File: src/rtl/mact_pkg.sv
// Package for the moving average crossover trade engine.
// Holds field widths, register indexes, reset values, the signal codes and the
// sequencer state type. It depends on nothing.
package mact_pkg;

    localparam int PRICE_W    = 32;
    localparam int WIN_W      = 9;
    localparam int CASH_W     = 56;
    localparam int SHARE_W    = 40;
    localparam int SHARE_HALF = SHARE_W / 2;
    localparam int SIG_W      = 2;
    localparam int CFG_IDX_W  = 2;

    // Quotient bits the divider resolves per clock.
    localparam int DIV_BITS_PER_CYCLE = 2;

    localparam logic [CFG_IDX_W-1:0] REG_SHORT_WINDOW = 2'd0;
    localparam logic [CFG_IDX_W-1:0] REG_LONG_WINDOW  = 2'd1;
    localparam logic [CFG_IDX_W-1:0] REG_INITIAL_CASH = 2'd2;

    localparam logic [WIN_W-1:0]  RST_SHORT_WINDOW = 9'd20;
    localparam logic [WIN_W-1:0]  RST_LONG_WINDOW  = 9'd50;
    localparam logic [CASH_W-1:0] RST_INITIAL_CASH = 56'd2560000;

    localparam logic [CASH_W-1:0]  CASH_MAX  = {CASH_W{1'b1}};
    localparam logic [SHARE_W-1:0] SHARE_MAX = {SHARE_W{1'b1}};

    typedef enum logic [SIG_W-1:0] {
        SIG_HOLD = 2'd0,
        SIG_BUY  = 2'd1,
        SIG_SELL = 2'd2
    } sig_t;

    typedef enum logic [3:0] {
        S_IDLE,
        S_RD_S,
        S_UPD_S,
        S_UPD_L,
        S_WR,
        S_PASS_RD,
        S_PASS_ACC,
        S_MUL,
        S_CMP,
        S_DIV,
        S_PM_LO,
        S_PM_HI,
        S_FIN
    } state_t;

endpackage

File: src/rtl/mact_div.sv
// Iterative unsigned divider for the trade engine: cash by price, two
// quotient bits per clock, restoring form.
// Depends on mact_pkg for the cash and price widths.
module mact_div (
    input  logic                         clk,
    input  logic                         rst_n,
    input  logic                         start,
    input  logic [mact_pkg::CASH_W-1:0]  dividend,
    input  logic [mact_pkg::PRICE_W-1:0] divisor,
    output logic                         done,
    output logic [mact_pkg::CASH_W-1:0]  quotient
);
    import mact_pkg::*;

    localparam int STEPS = CASH_W / DIV_BITS_PER_CYCLE;
    localparam int CNT_W = $clog2(STEPS);

    logic                busy_reg;
    logic                done_reg;
    logic [CNT_W-1:0]    cnt_reg;
    logic [PRICE_W-1:0]  rem_reg;
    logic [CASH_W-1:0]   dq_reg;
    logic [PRICE_W-1:0]  den_reg;
    logic [PRICE_W-1:0]  rem_step;
    logic [CASH_W-1:0]   dq_step;
    logic                last_step;

    assign last_step = busy_reg && (cnt_reg == CNT_W'(STEPS - 1));

    // The dividend shifts out of the top of dq while quotient bits shift in.
    always_comb
    begin : div_step
        logic [PRICE_W:0] trial;
        rem_step = rem_reg;
        dq_step  = dq_reg;
        for (int i = 0; i < DIV_BITS_PER_CYCLE; i++)
        begin
            trial = {rem_step, dq_step[CASH_W-1]};
            if (trial >= {1'b0, den_reg})
            begin
                trial   = trial - {1'b0, den_reg};
                dq_step = {dq_step[CASH_W-2:0], 1'b1};
            end
            else
            begin
                dq_step = {dq_step[CASH_W-2:0], 1'b0};
            end
            rem_step = trial[PRICE_W-1:0];
        end
    end

    always_ff @(posedge clk or negedge rst_n)
    begin
        if (!rst_n)
        begin
            busy_reg <= 1'b0;
            done_reg <= 1'b0;
        end
        else if (start)
        begin
            busy_reg <= 1'b1;
            done_reg <= 1'b0;
        end
        else if (last_step)
        begin
            busy_reg <= 1'b0;
            done_reg <= 1'b1;
        end
        else
        begin
            done_reg <= 1'b0;
        end
    end

    always_ff @(posedge clk)
    begin
        if (start)
        begin
            rem_reg <= '0;
            dq_reg  <= dividend;
            den_reg <= divisor;
            cnt_reg <= '0;
        end
        else if (busy_reg)
        begin
            rem_reg <= rem_step;
            dq_reg  <= dq_step;
            cnt_reg <= cnt_reg + CNT_W'(1);
        end
    end

    assign done     = done_reg;
    assign quotient = dq_reg;

endmodule

File: config.mk
export PLATFORM = sky130hd
export DESIGN_NAME = mact_div
export DESIGN_NICKNAME = d
export VERILOG_FILES = /design/src/rtl/mact_pkg.sv /design/src/rtl/mact_div.sv
export SDC_FILE = /design/constraint.sdc
export NUM_CORES = 1
export LEC_CHECK = 0
export ABC_AREA = 0
export BUFFER_PORTS_ARGS = -buffer_cell sky130_fd_sc_hd__buf_2
export CORE_UTILIZATION = 49
export DETAILED_ROUTE_END_ITERATION = 10
export PLACE_DENSITY = 0.76
export SYNTH_ARGS = -nofsm -noshare
export SYNTH_HDL_FRONTEND = slang
export SYNTH_SLANG_ARGS = --single-unit
File: constraint.sdc
create_clock -name clk -period 10.8 [get_ports clk]
set_clock_uncertainty 0.2 [all_clocks]
set_input_delay 2.16 -clock clk [delete_from_list [all_inputs] [get_ports clk]]
set_output_delay 2.16 -clock clk [all_outputs]
set_load 0.1 [all_outputs]
Word level (Yosys, flattened, before mapping):

Cells that the tools add are included.

* multiplexer cells: 10
* reductions and logical operators: 3
* equal/unequal tests: 1
* magnitude comparators: 2
* add/sub/neg operators: 3

Operators by type and width (number)
* $mux W56: 2
* $ge A33 B32 Y1: 2
* $mux W32: 2
* $sub A32 B32 Y32: 2
* $mux W1: 6
* $add A5 B1 Y5 const B: 1
* $eq A5 B5 Y1 const B: 1
* $reduce_bool A2 Y1: 2
* $logic_and A1 B1 Y1: 1

* word-level logic and storage cells: 25
* bits in registers: 127
* output and inout bits: 57

Depth between registers and ports, before layout:

Gate-level depths: netlist of run 1.

* word-level depth: 6
* depth in mapped cells: 27
* gate-level depth less buffers: 23

Worst setup path after synthesis of run 1:

OpenSTA, ideal clock, no wires.

* path kind: register to register
* start point: reg dq_reg[55] (netlist: quotient[55])
* end point: reg rem_reg[0]
* arrival time: 5.850 ns
* period minus slack after synthesis: 6.129 ns
* library setup time: 0.079 ns
* stages on the path, launching flop included: 25
* path slack: 4.671 ns
* path through: edfxtp_1 inv_1 ha_1 nor2b_1 o31ai_4 a211oi_2 o31a_4 a41oi_4 o21ai_2 buf_2 clkbuf_1 a21oi_1 ha_1 nor2b_1 o2111a_1 or4_1 a31oi_1 a21oi_1 o21ai_2 a2bb2oi_2 o211a_1 buf_6 buf_6 mux2_4 a211oi_2

* cells in the longest elaborated chain, start to end: 4

RTL lines
* start, declared: line mact_div.sv:22 `logic [CASH_W-1:0] dq_reg;`
* start signal, assigned: line mact_div.sv:80 `dq_reg <= dividend;`
* start signal, assigned: line mact_div.sv:87 `dq_reg <= dq_step;`
* $sub A32 B32 Y32 / $ge A33 B32 Y1 (equally long branches): line mact_div.sv:41, mact_div.sv:39
* $mux W32 (*): line mact_div.sv:39 `if (trial >= {1'b0, den_reg})`
* $ge A33 B32 Y1 (*): line mact_div.sv:39
* $mux W32 (*): line mact_div.sv:39
* end signal, assigned: line mact_div.sv:86 `rem_reg <= rem_step;`
* end, declared: line mact_div.sv:21 `logic [PRICE_W-1:0] rem_reg;`

Mark *: on every way between the ends. The rest lies on a longest branch, timed or not.
A chain may end at the register's enable or synchronous reset.

Final worst setup path of run 1:

* start point: reg den_reg[1]
* end point: reg rem_reg[0]

* cells in the longest elaborated chain, start to end: 4

RTL lines
* start, declared: line mact_div.sv:23 `logic [PRICE_W-1:0] den_reg;`
* start signal, assigned: line mact_div.sv:81 `den_reg <= divisor;`
* $sub A32 B32 Y32 / $ge A33 B32 Y1 (equally long branches): line mact_div.sv:41, mact_div.sv:39
* $mux W32: line mact_div.sv:39
* $ge A33 B32 Y1 (*): line mact_div.sv:39
* $mux W32 (*): line mact_div.sv:39

Marked as above.

==> results of run 1 <==
cell usage after synthesis, types with 6 or more instances:
| cell type | instances | area, um2 |
|---|---|---|
| a211oi_1 | 27 | 203 |
| dfxtp_1 | 37 | 741 |
| nand3_1 | 17 | 85.1 |
| a21o_1 | 32 | 240 |
| nor2b_1 | 7 | 43.8 |
| clkbuf_1 | 24 | 90.1 |
| edfxtp_1 | 88 | 2640 |
| mux2_2 | 65 | 732 |
| ha_1 | 65 | 813 |
| o21ai_0 | 15 | 75.1 |
| xor2_1 | 16 | 140 |
| xnor2_1 | 39 | 342 |
| o21a_1 | 11 | 82.6 |
| a21oi_1 | 75 | 375 |
| nor2_1 | 79 | 297 |
| nand4_1 | 15 | 93.8 |
| o21bai_1 | 9 | 67.6 |
| inv_1 | 57 | 214 |
| nor3_1 | 13 | 65.1 |
| mux2i_1 | 24 | 240 |
| o211ai_1 | 10 | 75.1 |
| and3_1 | 8 | 50.1 |
| o21ai_1 | 6 | 30.0 |
| a31oi_1 | 7 | 43.8 |
| nand2_1 | 46 | 173 |
per-layer routing:
layer | up-vias | track usage | wire, um
met5 | - | 0 | 0
met4 | 0 | 0.0673 | 286
met3 | 23 | 0.0611 | 1450
met2 | 237 | 0.403 | 10400
met1 | 3431 | 0.317 | 9790
li1 | 3582 | - | -
path summary, 6_finish.rpt:
kind | start | slack [ns] | end
worst max-delay path | den_reg[1] | 3.75 | rem_reg[0]
worst min-delay path | rem_reg[31] | 0.28 | rem_reg[31]
worst max register to register | den_reg[1] | 3.75 | rem_reg[0]
worst min register to register | rem_reg[31] | 0.28 | rem_reg[31]
max in group asynchronous | rst_n | 9.00 | busy_reg
min in group asynchronous | rst_n | 1.30 | done
logic make-up after synthesis:
family          share of synthesized area
compound gates                      0.186
simple gates                        0.118
flops                               0.389
buf+inv                            0.0426
mux                                 0.112
fa+ha+maj                          0.0968
xor+xnor                           0.0546
power by group through the flow:
stage                     sequential (mW)  combinational (mW)  clock (mW)
final                               0.686                2.36       0.582
after global routing                0.696                2.57       0.606
after CTS                           0.685                2.34       0.589
after detailed placement            0.692                2.32           0
after global placement              0.690                2.29           0
after floorplan                     0.881                1.73           0
final cells by class:
type,count,share of cell area
flip-flops and latches,127,0.333
repair buffers,153,0.0759
clock buffers,17,0.0412
inverters,57,0.0207
multi-input cells,666,0.486
clock inverters,15,0.0156
well taps,225,0.0273
metrics by stage:
stage,setup slack (ns),total power [mW]
final,3.75,3.63
after global routing,3.33,3.88
after CTS,3.83,3.61
after detailed placement,3.84,3.01
after global placement,4.04,2.98
after floorplan,4.67,2.61
worst max-delay path: stages (launching register included):
cell and delay (ns):
edfxtp_1 0.33, inv_1 0.11, ha_1 0.30, nor2b_1 0.24, o31ai_4 0.11, a211oi_2 0.25, o31a_4 0.25, a41oi_4 0.18
o21ai_4 0.55, buf_4 0.43, mux2_2 0.39, ha_1 0.36, a21oi_1 0.22, nand2b_1 0.07, or4_1 0.39, a31oi_1 0.30
a21oi_1 0.19, o21ai_2 0.30, a2bb2oi_2 0.19, o211a_2 0.54, buf_4 0.46, mux2_4 0.34, a211oi_2 0.21
==> run metrics, run 1 <==
Post-Synthesis Cells=884; number of I/O pins=148; Hold Buf Count CTS=0; Setup CP Type=register to register; crit path max fanout=30; internal power=1.89 mW; final cycle utilization of the critical path=0.653; max cap viols=0; hold slack=0.275 ns; number of port buffers=147; NetSw=1.74 mW; commonest non-fill, non-tap cell in the layout=buf_2; HPWL after DPL=16,200 um; largest net degree at the start of global routing=76; via count=7,273; area of the die=0.0185 mm2; Tot GR Track Use=0.245; CP Data Required Time=10.96 ns; drt first pass iters=5; slew margin rel.=0.393; H-tree levels=4; die height=136 um; Min-Delay Path Depth=2; final wirelength=22,000 um; endpoints failing setup=0; clock tree buffer depth=2; Sw Share=0.479; clk root buf=clkbuf_16; Flop pwr share=0.189; Core Util, Final=0.592; min Tclk post-route=7.05 ns; power per cell area=351 mW/mm2; initial antenna violation count=0; first-pass GRT wire length=35,200 um; status=finished, final reports clean; Post-Syn Nets=1,042; Crit. End Element=register; vias in the first global route=7,047; number of synthesized flops with an enable pin=88; max reg flops=56; post-route insts no fill=1,260; Seq/Total Area, Yosys=0.389; global route overflow=0; Clock Latency Late Sink=0.44 ns; initial core utilization=0.506; Diodes inserted=0; post_cts resized=0; asr flop ratio synth=0.0157; clock sink count=127; Post-synth top flop=edfxtp_1; FF+latch count, synth=127; num rows=48; Placeable Area=0.0174 mm2; placed cell area=0.00973 mm2; gpl congestion=0.924; placed cells=1,228; final hold violation count=0; Net count, final=1,180; VDD IR max=0.181 mV; layout cells sized above 1=0.266; Syn-to-layout area delta=17.0%; most frequent cells in the layout=buf_2, edfxtp_1, nor2_1; # fillers=1,487; initial DRC count=512; Worst R2R Path Depth=22; Leak=4.59 nW; RSZ-0062 raised after global routing=no; CTS tree=yes; measured slew at the worst slew-check pin=0.910 ns; Clock transition at path regs=0.08 ns; Vias/cell=5.77; Residual DRC=0; Hold Path Class=register to register; CP startpoint kind=register; crit path DAT=7.21 ns; post-route cell area=0.0103 mm2; Cell Area, Synth=0.00882 mm2; yosys warns=0; Register Area=0.00343 mm2; Syn Area/Cell=9.97 um2; area occupied by multi-input gates=0.00501 mm2; fmax=0.142 GHz; Unique masters post-synth=69; clock power share=0.160; Die W=136 um; Slew Limit Fails=0; setup_tns=0 ns; CTS Buf Count=17; WL/cell=17.4 um; remaining antenna violation count=0; postcts setup bufs=0; Combinational Power Share=0.650
(Power assumes the default switching activity.)
==> run 2, diff against run 1 <==
--- a/config.mk
+++ b/config.mk
@@ -9,7 +9,7 @@
 export BUFFER_PORTS_ARGS = -buffer_cell sky130_fd_sc_hd__buf_2
 export CORE_UTILIZATION = 49
 export DETAILED_ROUTE_END_ITERATION = 10
-export PLACE_DENSITY = 0.76
+export PLACE_DENSITY = 0.79
 export SYNTH_ARGS = -nofsm -noshare
 export SYNTH_HDL_FRONTEND = slang
 export SYNTH_SLANG_ARGS = --single-unit
==> constraint.sdc (replaced) <==
create_clock -name clk -period 6 [get_ports clk]
set_clock_uncertainty 0.2 [all_clocks]
set_input_delay 1.2 -clock clk [delete_from_list [all_inputs] [get_ports clk]]
set_output_delay 1.2 -clock clk [all_outputs]
set_load 0.1 [all_outputs]
==> run 2 against run 1 <==
Against the previous run:
- critical path depth shrank 1
- sequential power grew 81%
- non-clock buffer count grew 10
- via count grew 1.2%
- final area grew 1.1%
- flip-flop and latch count is the same
- register-to-register slack lost 3.5 ns
- clock-buffer cell count is the same
- critical endpoint unchanged
- largest power group unchanged
==> run metrics, run 2 (synthesis gave the netlist of run 1 again) <==
most frequent cells in the layout=buf_2, edfxtp_1, nor2_1; vias in the first global route=7,225; Met1 Wirelength=9770 um; slowest stage cell, crit path=or4_1; clock sink count=127; global route overflow=0; number of I/O pins=148; initial DRC count=560; CP Data Required Time=6.16 ns; final wirelength=22,400 um; endpoints failing setup=0; worst path cell trace=inv_2, ha_1, nor2b_1, o31ai_4, a211oi_2, o31a_4, a41oi_4, o21ai_2, a21oi_2, ha_1, nor2b_1, o2111a_1, or4_1, a31oi_2, a21oi_1, o21ai_2, a2bb2oi_2, o211a_2, buf_4, mux2_4, a211oi_2; Tot GR Track Use=0.251; CTS tree=yes; WL/cell=17.6 um; Top Metal Used=met4; layout cells sized above 1=0.278; Crit. End Element=register; HPWL after DPL=16,600 um; measured slew at the worst slew-check pin=0.879 ns; Net count, final=1,191; Largest stage delay, worst path=0.49 ns; commonest non-fill, non-tap cell in the layout=buf_2; first-pass GRT wire length=36,100 um; reg2reg setup slack=0.27 ns; RSZ-0062 raised after global routing=no; CP startpoint kind=register; Worst R2R Path Depth=21; final cycle utilization of the critical path=0.955; fmax=0.175 GHz; initial antenna violation count=0; CTS Buf Count=17; Placeable Area=0.0174 mm2; drt first pass iters=5; initial core utilization=0.506; hold wc startpoint=rem_reg[31]; min Tclk post-route=5.73 ns; met3 WL=1490 um; Clock Latency Late Sink=0.44 ns; clock tree buffer depth=2; area of the die=0.0185 mm2; clk root buf=clkbuf_16; remaining antenna violation count=0; max reg flops=56; final hold violation count=0; Die W=136 um; die height=136 um; Slew Limit Fails=0; Syn-to-layout area delta=18.2%; max cap viols=0; Clock transition at path regs=0.06 ns; routed wl met2=10,900 um; Leak=4.65 nW; largest net degree at the start of global routing=71; num rows=48; number of port buffers=147; via count=7,362; status=finished, final reports clean; Vias/cell=5.79; slew margin rel.=0.414; VDD IR max=0.386 mV; Diodes inserted=0; power per cell area=638 mW/mm2; Setup CP Type=register to register; Buf/Inv on CP=2; crit path DAT=5.88 ns; gpl congestion=0.887; total power=6.65 mW; reg2reg start=den_reg[1]; H-tree levels=4; Residual DRC=0; Hold Path End=rem_reg[31]; Min-Delay Path Depth=2; crit path max fanout=9; Hold Path Class=register to register; setup_tns=0 ns; cell family with most CP delay=compound AO/OA/AOI/OAI gates; Worst R2R End=rem_reg[0]
[run 2: metrics by stage]
stage               setup slack (ns)  area [um2]  cells  utilization  hold slack (ns)
floorplan                     0.0195        8820    884            -            0.228
global placement               0.296        9820   1238        0.564            0.248
detailed placement             0.137        9820   1238        0.564            0.249
CTS                            0.110       10400   1270        0.597            0.258
global route                  0.0368       10400   1271        0.598            0.294
finish                         0.273       10400   1271        0.598            0.256
[run 2: cell type report]
cell class                      count  area [um2]
Inverter                           57         214
Tap cell                          225         282
Timing Repair Buffer              163         875
Sequential cell                   127        3430
Fill cell                        1472        6990
Multi-Input combinational cell    667        5040
Clock inverter                     15         150
Clock buffer                       17         425
[run 2: worst max-delay path by stage]
stage / startpoint / to / slack (ns) / cells past startpoint
floorplan: quotient[55] / rem_reg[0] / 0.02 / 24
global placement: den_reg[1] / rem_reg[0] / 0.30 / 21
detailed placement: den_reg[1] / rem_reg[0] / 0.14 / 21
CTS: den_reg[1] / rem_reg[0] / 0.11 / 21
global route: den_reg[1] / rem_reg[0] / 0.04 / 21
finish: den_reg[1] / rem_reg[0] / 0.27 / 21
[run 2: power by group]
group          switching [mW]  leakage (nW)  internal, mW
clock network           0.440         0.287         0.583
logic                    2.58          3.13          1.81
registers               0.114          1.24          1.12
total                    3.13          4.65          3.52
[run 2: what timing repair did]
item | CTS | global route
resized for setup | 0 | 6
buffers inserted | 0 | 0
setup endpoints to repair | 0 | 27
hold buffers | 0 | 0
[run 2: routing by layer]
layer / up-vias / GRT usage
met4: 0 / 0.0796
met3: 25 / 0.0626
met5: - / 0
met1: 3483 / 0.316
li1: 3596 / -
met2: 258 / 0.421
[run 2: tightest hold or removal path: cells and delay by family, from the launching register on]
kind	cells	cell delay, ns
AO/OA/AOI/OAI	1	0.05
AND/OR/NAND/NOR	1	0.05
flip-flops	1	0.31
==> run 3, diff against run 2 <==
--- a/config.mk
+++ b/config.mk
@@ -5,11 +5,11 @@
 export SDC_FILE = /design/constraint.sdc
 export NUM_CORES = 1
 export LEC_CHECK = 0
-export ABC_AREA = 0
+export ABC_AREA = 1
 export BUFFER_PORTS_ARGS = -buffer_cell sky130_fd_sc_hd__buf_2
 export CORE_UTILIZATION = 49
 export DETAILED_ROUTE_END_ITERATION = 10
-export PLACE_DENSITY = 0.79
+export PLACE_DENSITY = 0.78
 export SYNTH_ARGS = -nofsm -noshare
 export SYNTH_HDL_FRONTEND = slang
 export SYNTH_SLANG_ARGS = --single-unit
==> run 3 against run 2 <==
Against the previous run:
- via count rose by 45%
- final area rose by 13%
- utilization fell by 2.0 points
- flip-flop and latch count did not move
- sequential power barely moved
- worst setup slack improved by 0.29 ns
- synthesized cell count rose by 78%
- critical path depth rose by 2
- clock power fell by 5%
- routed wire length rose by 44%
- critical endpoint is now rem_reg[24]
- largest cell class unchanged
==> run metrics, run 3 <==
die height=147 um; Diodes inserted=0; num rows=52; gpl congestion=1.02; Largest stage delay, worst path=0.63 ns; Crit. End Element=register; hold slack=0.272 ns; status=finished, final reports clean; endpoints failing setup=0; commonest non-fill, non-tap cell in the layout=nand2_1; worst path cell trace=inv_1, ha_1, nand2_1, inv_2, a21oi_2, nand2_1, a21oi_1, nand4_2, buf_4, nand2_1, nand2_1, inv_1, ha_1, nand2_1, inv_1, nand3_1, nor2_1, a31o_2, nor2_4, nand3_4, nand2_1, nand3_1, nand2_1; HPWL after DPL=25,700 um; post-route insts no fill=1,993; post_cts resized=0; yosys warns=0; WL/cell=16.2 um; Register Area=0.00343 mm2; placed cells=1,961; Clock transition at path regs=0.06 ns; most frequent cells in the layout=nand2_1, inv_1, buf_2; dominant cells by area after synthesis=edfxtp_1, nand2_1, inv_1, ha_1, dfxtp_1; Tot GR Track Use=0.304; Vias/cell=5.35; Setup CP Type=register to register; number of synthesized flops with an enable pin=88; FF+latch count, synth=127; Post-Synthesis Cells=1,574; Die W=147 um; Unique masters post-synth=39; max cap viols=0; largest net degree at the start of global routing=90; Clock Latency Late Sink=0.43 ns; number of I/O pins=148; most used cell, CP=nand2_1; fmax=0.184 GHz; Net count, final=1,868; Leak=6.44 nW; # fillers=2,044; area occupied by multi-input gates=0.00573 mm2; asr flop ratio synth=0.0157; slowest stage cell, crit path=nor2_4; initial core utilization=0.504; Synth top area share=0.257; crit path DAT=5.60 ns; vias in the first global route=10,066; Seq/Total Area, Yosys=0.333; number of port buffers=147; initial antenna violation count=0; cell family with most CP delay=simple AND/OR/NAND/NOR gates; Residual DRC=0; H-tree levels=4; area of the die=0.0216 mm2; postcts setup bufs=0; Syn-to-layout area delta=14.7%; initial DRC count=1,041; clk root buf=clkbuf_16; clock sink count=127; CTS tree=yes; global route overflow=0; Setup WS pre-CTS=0.683 ns; power per cell area=662 mW/mm2; final wirelength=32,300 um; clock tree buffer depth=2; Hold Buf Count CTS=0; Placeable Area=0.0204 mm2; Buf/Inv on CP=5; VDD IR max=0.412 mV; Cell Area, Synth=0.0103 mm2; Slew Limit Fails=0; CP Data Required Time=6.16 ns; min Tclk post-route=5.44 ns; via count=10,665; max reg flops=56; final cycle utilization of the critical path=0.907; CTS Buf Count=17; remaining antenna violation count=0; Hold Path Class=register to register; Post-synth top flop=edfxtp_1; final hold violation count=0; largest area contributor in the synthesized netlist=edfxtp_1; setup_tns=0 ns; drt first pass iters=5; Post-Syn Nets=1,732; first-pass GRT wire length=50,900 um; RSZ-0062 raised after global routing=no; measured slew at the worst slew-check pin=1.07 ns; count leader, synth=nand2_1; slew margin rel.=0.285; leading cell types by count after synthesis=nand2_1, inv_1, nand3_1; CP startpoint kind=register; layout cells sized above 1=0.119; Syn Area/Cell=6.54 um2; Final WS setup=0.561 ns; crit path max fanout=33
[run 3: where the power goes]
part / leakage [nW] / internal, mW / total, mW / switching, mW
Combinational: 4.93 / 1.82 / 5.62 / 3.80
Clock: 0.256 / 0.565 / 0.965 / 0.401
Sequential: 1.26 / 1.12 / 1.24 / 0.119
Total: 6.44 / 3.51 / 7.82 / 4.32
[run 3: cells by family (layout without fill, tap and decap cells)]
logic type               after synthesis  after routing  share of synthesized area
AND/OR/NAND/NOR                      925            925                      0.372
XOR/XNOR                              44             44                     0.0374
adder cells (fa/ha/maj)               67             67                     0.0828
flip-flops                           127            127                      0.333
buffers and inverters                297            446                      0.112
AO/OA/AOI/OAI                        114            114                     0.0626
[run 3: path summary, 6_finish.rpt]
check / from / to / slack [ns] / cells past startpoint
worst max-delay path: den_reg[23] / rem_reg[24] / 0.56 / 23
max in group asynchronous: rst_n / done / 5.16 / 1
worst max register to register: den_reg[23] / rem_reg[24] / 0.56 / 23
min in group asynchronous: rst_n / busy_reg / 0.35 / 1
worst min-delay path: rem_reg[31] / rem_reg[31] / 0.27 / 2
worst min register to register: rem_reg[31] / rem_reg[31] / 0.27 / 2
[run 3: per-layer routing]
layer | wire length [um] | track usage
met5 | 0 | 0
met1 | 14100 | 0.396
met3 | 2560 | 0.0596
met4 | 1350 | 0.150
met2 | 14300 | 0.482
[run 3: stage by stage]
| step | utilization | power (mW) | area (um2) |
|---|---|---|---|
| CTS | 0.579 | 7.71 | 11800 |
| global placement | 0.552 | 6.68 | 11300 |
| global route | 0.579 | 8.46 | 11800 |
| floorplan | - | 5.44 | 10300 |
| finish | 0.579 | 7.82 | 11800 |
| detailed placement | 0.552 | 6.71 | 11300 |
[run 3: layout make-up]
cell class | instances | share of cell area
timing repair buffer | 156 | 0.0682
inverter | 258 | 0.0819
tap | 270 | 0.0286
clock inverter | 15 | 0.0103
sequential | 127 | 0.290
multi-input combinational | 1150 | 0.485
clock buffer | 17 | 0.0360
[run 3: worst register-to-register path, cell delays in order, from the launching register on]
cell and delay (ns):
edfxtp_1 0.37, inv_1 0.12, ha_1 0.32, nand2_1 0.17, inv_2 0.05, a21oi_2 0.20, nand2_1 0.11, a21oi_1 0.18
nand4_2 0.53, buf_4 0.40, nand2_1 0.07, nand2_1 0.11, inv_1 0.08, ha_1 0.28, nand2_1 0.12, inv_1 0.09
nand3_1 0.09, nor2_1 0.06, a31o_2 0.26, nor2_4 0.63, nand3_4 0.49, nand2_1 0.21, nand3_1 0.14, nand2_1 0.11
